### src/rtl/word15_accumulator_alu_assert.svh
// Assertion helpers used by the top-level RTL file.
// Both expect clk and rst_n in scope.
`ifndef WORD15_ACCUMULATOR_ALU_ASSERT_SVH
`define WORD15_ACCUMULATOR_ALU_ASSERT_SVH

// Same-cycle implication.
`define W15_ASSERT_NOW(lbl, ante, cons, msg) \
  lbl: assert property (@(posedge clk) disable iff (!rst_n) (ante) |-> (cons)) \
    else $error(msg);

// Next-cycle implication.
`define W15_ASSERT_NEXT(lbl, ante, cons, msg) \
  lbl: assert property (@(posedge clk) disable iff (!rst_n) (ante) |=> (cons)) \
    else $error(msg);

`endif

### src/rtl/w15alu_pkg.sv
package w15alu_pkg;

  localparam int WORD_W     = 15;
  localparam int MAG_W      = 14;
  localparam int CELL_W     = 7;
  localparam int MODE_W     = 3;
  localparam int DEST_W     = 2;
  localparam int CELL_COUNT = 128;
  localparam int CELL_CMP_W = 13;
  // Quotient bits resolved per divider stage
  localparam int DIV_STEPS  = 3;
  localparam int DIV_STAGES = WORD_W / DIV_STEPS;

  localparam logic [WORD_W-1:0] SIGN_BIT = 15'h4000;

  typedef enum logic [MODE_W-1:0] {
    OP_ADD = 3'd0,
    OP_SUB = 3'd1,
    OP_DIV = 3'd2,
    OP_MUL = 3'd3,
    OP_NOT = 3'd4,
    OP_AND = 3'd5
  } alu_op_t;

  typedef enum logic [DEST_W-1:0] {
    DEST_CALLER = 2'd0,
    DEST_ACC    = 2'd1,
    DEST_MEM    = 2'd2
  } dest_t;

  // Payload carried down the divider pipeline
  typedef struct packed {
    logic [MODE_W-1:0] mode;
    logic [WORD_W-1:0] acc;
    logic [WORD_W-1:0] mem;
    logic [CELL_W-1:0] cell_idx;
    logic              bad;
    logic [MAG_W-1:0]  prod_lo;
    logic [WORD_W-1:0] rem;
    logic [WORD_W-1:0] dvd;
    logic [WORD_W-1:0] quo;
  } div_pipe_t;

endpackage

### src/rtl/w15alu_if.sv
interface w15alu_in_if import w15alu_pkg::*; ();
  logic              valid;
  logic              ready;
  logic [MODE_W-1:0] mode;
  logic [WORD_W-1:0] acc_word;
  logic [WORD_W-1:0] mem_word;
  logic [CELL_W-1:0] cell_index;
  logic              mem_fault_in;

  modport source (output valid, mode, acc_word, mem_word, cell_index, mem_fault_in,
                  input ready);
  modport sink   (input valid, mode, acc_word, mem_word, cell_index, mem_fault_in,
                  output ready);
endinterface

interface w15alu_out_if import w15alu_pkg::*; ();
  logic              valid;
  logic              ready;
  logic [WORD_W-1:0] result_word;
  logic [DEST_W-1:0] destination;
  logic [CELL_W-1:0] write_cell;
  logic              fault;
  logic              divide_by_zero;

  modport source (output valid, result_word, destination, write_cell, fault,
                  divide_by_zero, input ready);
  modport sink   (input valid, result_word, destination, write_cell, fault,
                  divide_by_zero, output ready);
endinterface

### src/rtl/w15alu_div_stage.sv
module w15alu_div_stage import w15alu_pkg::*; (
  input  logic      clk,
  input  logic      rst_n,
  input  logic      en,
  input  logic      in_valid,
  input  div_pipe_t in_data,
  output logic      out_valid,
  output div_pipe_t out_data
);

  logic      valid_r;
  div_pipe_t data_r;
  div_pipe_t data_nxt;

  // Restoring division: DIV_STEPS quotient bits per stage, MSB first
  always_comb begin
    logic [WORD_W:0] trial;
    data_nxt = in_data;
    for (int i = 0; i < DIV_STEPS; i++) begin
      trial = {data_nxt.rem, data_nxt.dvd[WORD_W-1]};
      data_nxt.dvd = {data_nxt.dvd[WORD_W-2:0], 1'b0};
      if (trial >= {1'b0, data_nxt.mem}) begin
        data_nxt.rem = WORD_W'(trial - {1'b0, data_nxt.mem});
        data_nxt.quo = {data_nxt.quo[WORD_W-2:0], 1'b1};
      end else begin
        data_nxt.rem = trial[WORD_W-1:0];
        data_nxt.quo = {data_nxt.quo[WORD_W-2:0], 1'b0};
      end
    end
  end

  // Valid bit is reset, payload is not
  always_ff @(posedge clk) begin
    if (!rst_n) begin
      valid_r <= 1'b0;
    end else if (en) begin
      valid_r <= in_valid;
    end
  end

  always_ff @(posedge clk) begin
    if (en) begin
      data_r <= data_nxt;
    end
  end

  assign out_valid = valid_r;
  assign out_data  = data_r;

endmodule

### src/rtl/word15_accumulator_alu.sv
// A beat passes the input register, 5 divider stages and the output register.
// Throughput: one beat per cycle; the whole pipeline holds while out_bus stalls.
// Depth is set by the 15-bit quotient, resolved 3 bits per stage over 5 stages.
// Reset (rst_n low, synchronous) clears every stage valid bit; payload is not reset.
module word15_accumulator_alu import w15alu_pkg::*; (
  input  logic        clk,
  input  logic        rst_n,
  w15alu_in_if.sink   in_bus,
  w15alu_out_if.source out_bus
);

  `include "word15_accumulator_alu_assert.svh"

  logic                  en;
  logic [DIV_STAGES:0]   stg_valid;
  div_pipe_t             stg_data [0:DIV_STAGES];

  logic                  in_valid_r;
  div_pipe_t             in_data_r;
  div_pipe_t             in_data_nxt;
  logic [2*WORD_W-1:0]   prod;

  logic                  out_valid_r;
  logic [WORD_W-1:0]     res_r, res_nxt;
  dest_t                 dest_r, dest_nxt;
  logic [CELL_W-1:0]     wcell_r, wcell_nxt;
  logic                  flt_r, flt_nxt;
  logic                  dz_r, dz_nxt;

  // Global advance: move when the output slot is free or being drained
  assign en           = !out_valid_r || out_bus.ready;
  assign in_bus.ready = en;

  // Input stage: range check, multiply, divider seed
  assign prod = (2*WORD_W)'(in_bus.acc_word) * (2*WORD_W)'(in_bus.mem_word);

  always_comb begin
    in_data_nxt          = '0;
    in_data_nxt.mode     = in_bus.mode;
    in_data_nxt.acc      = in_bus.acc_word;
    in_data_nxt.mem      = in_bus.mem_word;
    in_data_nxt.cell_idx = in_bus.cell_index;
    in_data_nxt.bad      = in_bus.mem_fault_in ||
                           (CELL_CMP_W'(in_bus.cell_index) >= CELL_CMP_W'(CELL_COUNT));
    in_data_nxt.prod_lo  = prod[MAG_W-1:0];
    in_data_nxt.dvd      = in_bus.acc_word;
  end

  always_ff @(posedge clk) begin
    if (!rst_n) begin
      in_valid_r <= 1'b0;
    end else if (en) begin
      in_valid_r <= in_bus.valid;
    end
  end

  always_ff @(posedge clk) begin
    if (en) begin
      in_data_r <= in_data_nxt;
    end
  end

  assign stg_valid[0] = in_valid_r;
  assign stg_data[0]  = in_data_r;

  // Divider stages
  for (genvar g = 0; g < DIV_STAGES; g++) begin : g_div
    w15alu_div_stage u_stage (
      .clk       (clk),
      .rst_n     (rst_n),
      .en        (en),
      .in_valid  (stg_valid[g]),
      .in_data   (stg_data[g]),
      .out_valid (stg_valid[g+1]),
      .out_data  (stg_data[g+1])
    );
  end

  // Result formation from the last divider stage
  always_comb begin
    div_pipe_t d;
    logic      sd;
    d         = stg_data[DIV_STAGES];
    sd        = d.acc[WORD_W-1] ^ d.mem[WORD_W-1];
    res_nxt   = '0;
    dest_nxt  = DEST_CALLER;
    wcell_nxt = '0;
    flt_nxt   = 1'b0;
    dz_nxt    = 1'b0;
    if (d.mode <= OP_AND && d.bad) begin
      flt_nxt = 1'b1;
    end else begin
      case (alu_op_t'(d.mode))
        OP_ADD: res_nxt = d.acc + d.mem;
        OP_SUB: res_nxt = d.acc - d.mem;
        OP_DIV: begin
          if (d.mem == '0) begin
            dz_nxt = 1'b1;
          end else begin
            res_nxt = {sd, d.quo[MAG_W-1:0]};
          end
        end
        OP_MUL: begin
          if (sd) begin
            res_nxt = ({1'b0, ~d.prod_lo} + WORD_W'(1)) | SIGN_BIT;
          end else begin
            res_nxt = {1'b0, d.prod_lo};
          end
        end
        OP_NOT: begin
          res_nxt   = ~d.acc;
          dest_nxt  = DEST_MEM;
          wcell_nxt = d.cell_idx;
        end
        OP_AND: begin
          res_nxt  = d.acc & d.mem;
          dest_nxt = DEST_ACC;
        end
        default: ;
      endcase
    end
  end

  // Output register
  always_ff @(posedge clk) begin
    if (!rst_n) begin
      out_valid_r <= 1'b0;
    end else if (en) begin
      out_valid_r <= stg_valid[DIV_STAGES];
    end
  end

  always_ff @(posedge clk) begin
    if (en) begin
      res_r   <= res_nxt;
      dest_r  <= dest_nxt;
      wcell_r <= wcell_nxt;
      flt_r   <= flt_nxt;
      dz_r    <= dz_nxt;
    end
  end

  assign out_bus.valid          = out_valid_r;
  assign out_bus.result_word    = res_r;
  assign out_bus.destination    = dest_r;
  assign out_bus.write_cell     = wcell_r;
  assign out_bus.fault          = flt_r;
  assign out_bus.divide_by_zero = dz_r;

  // Checks
  `W15_ASSERT_NEXT(a_stall_freezes, !en, $stable(stg_valid) && $stable(out_valid_r), "pipeline moved during stall")
  `W15_ASSERT_NOW(a_fault_clean, out_valid_r && flt_r, res_r == '0 && dest_r == DEST_CALLER && !dz_r, "fault beat not clean")
  `W15_ASSERT_NOW(a_dz_clean, out_valid_r && dz_r, res_r == '0 && !flt_r && dest_r == DEST_CALLER, "divide-by-zero beat not clean")
  `W15_ASSERT_NOW(a_wcell_unused, out_valid_r && dest_r != DEST_MEM, wcell_r == '0, "write cell set without memory destination")

endmodule

### src/flat_wrapper.sv
// flat-port wrapper written by rule: the top's interface ports become plain ports
module word15_accumulator_alu_flat import w15alu_pkg::*;
  (clk, rst_n, in_bus_valid, in_bus_mode, in_bus_acc_word, in_bus_mem_word, in_bus_cell_index, in_bus_mem_fault_in, in_bus_ready, out_bus_valid, out_bus_result_word, out_bus_destination, out_bus_write_cell, out_bus_fault, out_bus_divide_by_zero, out_bus_ready);
  w15alu_in_if in_bus_i ();
  w15alu_out_if out_bus_i ();
  input  logic clk;
  input  logic rst_n;
  input wire logic [$bits(in_bus_i.valid)-1:0] in_bus_valid;
  input wire logic [$bits(in_bus_i.mode)-1:0] in_bus_mode;
  input wire logic [$bits(in_bus_i.acc_word)-1:0] in_bus_acc_word;
  input wire logic [$bits(in_bus_i.mem_word)-1:0] in_bus_mem_word;
  input wire logic [$bits(in_bus_i.cell_index)-1:0] in_bus_cell_index;
  input wire logic [$bits(in_bus_i.mem_fault_in)-1:0] in_bus_mem_fault_in;
  output wire logic [$bits(in_bus_i.ready)-1:0] in_bus_ready;
  output wire logic [$bits(out_bus_i.valid)-1:0] out_bus_valid;
  output wire logic [$bits(out_bus_i.result_word)-1:0] out_bus_result_word;
  output wire logic [$bits(out_bus_i.destination)-1:0] out_bus_destination;
  output wire logic [$bits(out_bus_i.write_cell)-1:0] out_bus_write_cell;
  output wire logic [$bits(out_bus_i.fault)-1:0] out_bus_fault;
  output wire logic [$bits(out_bus_i.divide_by_zero)-1:0] out_bus_divide_by_zero;
  input wire logic [$bits(out_bus_i.ready)-1:0] out_bus_ready;
  assign in_bus_i.valid = in_bus_valid;
  assign in_bus_i.mode = in_bus_mode;
  assign in_bus_i.acc_word = in_bus_acc_word;
  assign in_bus_i.mem_word = in_bus_mem_word;
  assign in_bus_i.cell_index = in_bus_cell_index;
  assign in_bus_i.mem_fault_in = in_bus_mem_fault_in;
  assign in_bus_ready = in_bus_i.ready;
  assign out_bus_valid = out_bus_i.valid;
  assign out_bus_result_word = out_bus_i.result_word;
  assign out_bus_destination = out_bus_i.destination;
  assign out_bus_write_cell = out_bus_i.write_cell;
  assign out_bus_fault = out_bus_i.fault;
  assign out_bus_divide_by_zero = out_bus_i.divide_by_zero;
  assign out_bus_i.ready = out_bus_ready;
  word15_accumulator_alu u_core (.clk(clk), .rst_n(rst_n), .in_bus(in_bus_i), .out_bus(out_bus_i));
endmodule
### config.mk
export PLATFORM = sky130hd
export DESIGN_NAME = word15_accumulator_alu_flat
export DESIGN_NICKNAME = d
export VERILOG_FILES = /design/src/rtl/w15alu_pkg.sv /design/src/rtl/w15alu_if.sv /design/src/rtl/w15alu_div_stage.sv /design/src/rtl/word15_accumulator_alu.sv /design/src/flat_wrapper.sv
export VERILOG_INCLUDE_DIRS = /design/src /design/src/rtl
export SDC_FILE = /design/constraint.sdc
export NUM_CORES = 1
export LEC_CHECK = 0
export BUFFER_PORTS_ARGS = -buffer_cell sky130_fd_sc_hd__buf_4
export CORE_UTILIZATION = 42
export DETAILED_ROUTE_END_ITERATION = 16
export GPL_TIMING_DRIVEN = 0
export PLACE_DENSITY_LB_ADDON = 0.25
export SLEW_MARGIN = 25
export SYNTH_ARGS = -nofsm -noshare
export SYNTH_HDL_FRONTEND = slang
export SYNTH_HIERARCHICAL = 1
export SYNTH_SLANG_ARGS = --single-unit
export TNS_END_PERCENT = 100
### constraint.sdc
create_clock -name clk -period 35.3 [get_ports clk]
set_clock_uncertainty 0.2 [all_clocks]
set_input_delay 0 -clock clk [delete_from_list [all_inputs] [get_ports clk]]
set_output_delay 0 -clock clk [all_outputs]
set_load 0.02 [all_outputs]
* Yosys cells after proc, flatten, opt, wreduce, memory -nomap -nowiden
Cells that the tools add are included.
** Word-level totals
- Output and inout bits :: 28
- Word-level logic and storage cells :: 147
- Register bits after elaboration :: 493
** Operators by class
- Reductions and logical operators :: 7
- Eq/ne operators :: 5
- $add $sub $neg :: 17
- Muxes and demuxes :: 34
- Bitwise gates (word level) :: 6
- $mul :: 1
- $lt $le $gt $ge :: 16
** Operators with widths (count)
- 15-bit two-way mux :: 16
- 16-bit by 15-bit greater-or-equal comparator with 1-bit output :: 14
- 15-bit subtractor :: 14
- 15-bit one-hot mux with 6 select lines :: 1
- 1-bit two-way mux :: 16
- 15-bit adder :: 1
- 15-bit AND :: 1
- 1-bit by 15-bit greater-or-equal comparator with 1-bit output :: 1
- 15-bit logical NOT :: 1
- 15-bit by 15-bit multiplier with 14-bit output :: 1
- 15-bit NOT :: 1
- 1-bit by 15-bit subtractor with 15-bit output :: 1
- 14-bit by 1-bit adder with 14-bit output, second input constant :: 1
- 14-bit NOT :: 1
- 3-bit by 2-bit == test with 1-bit output, second input constant :: 2
- 3-bit == test, second input constant :: 2
- 2-bit one-hot mux with 2 select lines :: 1
- 2-bit OR reduction :: 2
- 3-bit by 1-bit == test with 1-bit output, second input constant :: 1
- 3-bit <= comparator, second input constant :: 1
- 3-bit logical NOT :: 1
- 1-bit NOT :: 2
- 1-bit logical AND :: 1
- 1-bit logical NOT :: 1
- 2 further kinds :: 2

* Logic depth before layout (Yosys ltp)
- Depth in word-level cells :: 6
- Gate-level depth with buffers :: 33
- Gate-level depth less buffers :: 30

* Hierarchy
Netlist, hierarchy kept.
** By module, submodules not included
- w15alu_div_stage at u_core.g_div[0].u_stage ... :: area each 5566.6 µm², cells an instance 449, times used 3
- w15alu_div_stage at u_core.g_div[1].u_stage ... :: area each 5599.1 µm², cells an instance 468, times used 2
- word15_accumulator_alu :: area each 7413.4 µm², cells an instance 743, times used 1

* Least setup slack after synthesis
Ideal clock, no wire load.
- Path type :: in2reg
- Start :: input out_bus_ready
- End :: register u_core.out_valid_r (netlist: u_core/out_bus.valid)
- Cell stages on the path :: 2
- Setup time :: 0.729 ns
- Data arrival time :: 14.942 ns
- Setup slack :: 19.429 ns
- Path buffers :: 0
- Required time :: 34.371 ns
- Cells stage by stage :: nand2b_1 > a21boi_0
** On the way
- Longest elaborated chain between the ends :: 1
** RTL lines
- from (decl) :: line flat_wrapper.sv:21 : input wire logic [$bits(out_bus_i.ready)-1:0] out_bus_ready;
- 1-bit logical OR :: line word15_accumulator_alu.sv:31 : assign en = !out_valid_r || out_bus.ready;
- to (signal assigned) :: line word15_accumulator_alu.sv:129 : out_valid_r <= stg_valid[DIV_STAGES];
- to (decl) :: line word15_accumulator_alu.sv:23 : logic out_valid_r;
No other way between the ends.
A chain may end at the register's enable or synchronous reset.

==> flow_summary.yaml <==
sta:
  drv_slew: 0
  period_needed_ns: 9.25
  max_freq_mhz: 108
  relSlewSlack_pct: 25.5
  grt_setup_unrepaired: "false"
  hold_viol: 0
  setup_viol: 0
  period_share_pct: 26.2
  worst_pin_slew_ns: 1.09
  setup_tns_ns: 0
clock_tree:
  cts_hold_buf: 86
  cts_setup_buffers: 0
  cts.sinks: 493
  htree_levels: 2
  clock_tree.buffer_depth: 3
  clk_pin_slew_ns: 0.06
  cts_resized: 0
  cts_root_buf: "clkbuf_16"
  insertion_delay_ns: 0.63
  tritoncts: "built"
  cts_inserted_buffers: 54
floorplan:
  core-area_um2: 76100
  ioPinCount: 73
  dieArea_um2: 78100
  die_h_um: 280
  die_x_um: 280
  start_util_pct: 42.5
  std_cell_rows: 101
place:
  place_inst: 4011
  globalplace.congestion: 0.924
  hpwl_um: 59500
  portBuffers: 72
setup_path:
  crit_family: "compound AO/OA/AOI/OAI gates"
  worstPathRequired_ns: 35.42
  critPathSlowestCell: "fa_1"
  worst-path-buf-inv: 6
  crit_fanout: 10
  crit_arrival_ns: 9.37
  rrSetupSlack_ns: 26.05
  cp-start-kind: "flip-flop"
  end_kind: "flip-flop"
  path_class: "reg2reg"
  critPathMaxStageDelay_ns: 0.50
synthesis:
  synth_area_um2: 32300
  synth_warnings: 6
  synth_cells: 2870
  avgSynthCellArea_um2: 11.3
drt:
  routed_wl_um: 76000
  routedWlPerCell_um: 18.1
  dr_total_vias: 22300
  drtIter0Drc: 1277
  post-route-drc-count: 0
  viasPerCell: 5.32
  drt-pass1-iter-count: 5
  antenna_left: 0
cells_and_area:
  fin_util_pct: 48.8
  regArea_um2: 14700
  drive_gt1_share_pct: 11.6
  n_fill_cell: 6823
  diodes: 0
  fin_cells: 4196
  layout.nets: 3524
  multi_input_area_um2: 16400
  syn_to_final_growth_pct: 14.8
global_route:
  antenna_found_initial: 0
  grt_max_degree: 60
  grt_pass1_vias: 22700
  grt_overflow: 0
  grt_usage_pct: 19.5
  grt_pass1_wl_um: 121000
run_status:
  status: "finished clean"
worst_hold_path:
  worstHoldPathType: "in2reg"
flow_run:
  max_cap_violations: 0
state kept, by name, indices dropped and copies added, names as in the netlist:
signal	count
u_core/out_bus.fault	1
u_core/out_bus.destination	2
u_core/out_bus.divide_by_zero	1
u_core/g_div.u_stage/out_data	405
u_core/g_div.u_stage/out_valid	5
u_core/out_bus.valid	1
u_core/out_bus.result_word	15
u_core/out_bus.write_cell	7
u_core/in_valid_r	1
u_core/in_data_r	55
final cells by class:
class                   count  share of cell area, %
multi-input cells        2082                   44.3
clock buffers              61                   3.71
plain buffers              54                  0.711
repair buffers            168                   4.39
flip-flops and latches    493                   39.7
clock inverters            38                  0.991
well taps                1030                   3.47
inverters                 270                   2.73
final timing paths:
| check | from | to | depth (start not counted) |
|---|---|---|---|
| hold / removal | in_bus_valid | u_core/in_valid_r | 4 |
| setup / recovery | u_core/g_div[0].u_stage/out_data[29] | u_core/g_div[1].u_stage/out_data[42] | 30 |
| hold reg to reg | u_core/g_div[2].u_stage/out_data[2] | u_core/g_div[3].u_stage/out_data[5] | 0 |
| setup reg to reg | u_core/g_div[0].u_stage/out_data[29] | u_core/g_div[1].u_stage/out_data[42] | 30 |
tightest hold or removal path: cells and delay by family:
kind                   cells  cell delay, ns
buffers and inverters      2            0.63
muxes                      1            0.05
and+or+nand+nor            1            0.10
cells in the final DEF (no fill, tap or decap), types with 17 or more instances in the layout:
cell type,count
clkbuf_1,42
and2_1,55
mux2i_1,28
edfxtp_1,486
nand3_1,55
nor3_1,31
nor2_1,193
xnor2_1,148
or3_1,19
o21ai_1,19
mux2_4,30
o21ai_0,119
nor2b_1,47
buf_4,72
o21bai_1,21
nand2_1,167
nand4_1,33
o211ai_1,20
ha_1,284
o31a_1,22
a211oi_1,19
nor4_1,24
o21a_1,52
conb_1,30
a21o_1,44
nand2b_1,17
clkbuf_16,54
xor2_1,56
a21oi_1,213
mux2_2,69
inv_1,269
fa_1,72
dlygate4sd3_1,86
stage by stage:
| step | hold WS [ns] | cell area, um2 | worst slack [ns] |
|---|---|---|---|
| after global placement | -0.0221 | 34300 | 17.36 |
| final | 0.0297 | 37100 | 26.05 |
| after CTS | 0.00174 | 37100 | 26.08 |
| after detailed placement | -0.0205 | 34500 | 26.18 |
| after global routing | 0.0267 | 37100 | 25.39 |
| after floorplan | -0.101 | 32500 | 21.54 |
layer usage:
metal  part of all wire (%)  GRT usage [%]
met3                    3.5           2.59
met1                     44           25.0
met4                    3.7           7.40
met2                     48           33.6
met5                      0              0
Power is not shown: default switching activity piles up to over one toggle a cycle in this logic, so the estimate is an artifact.
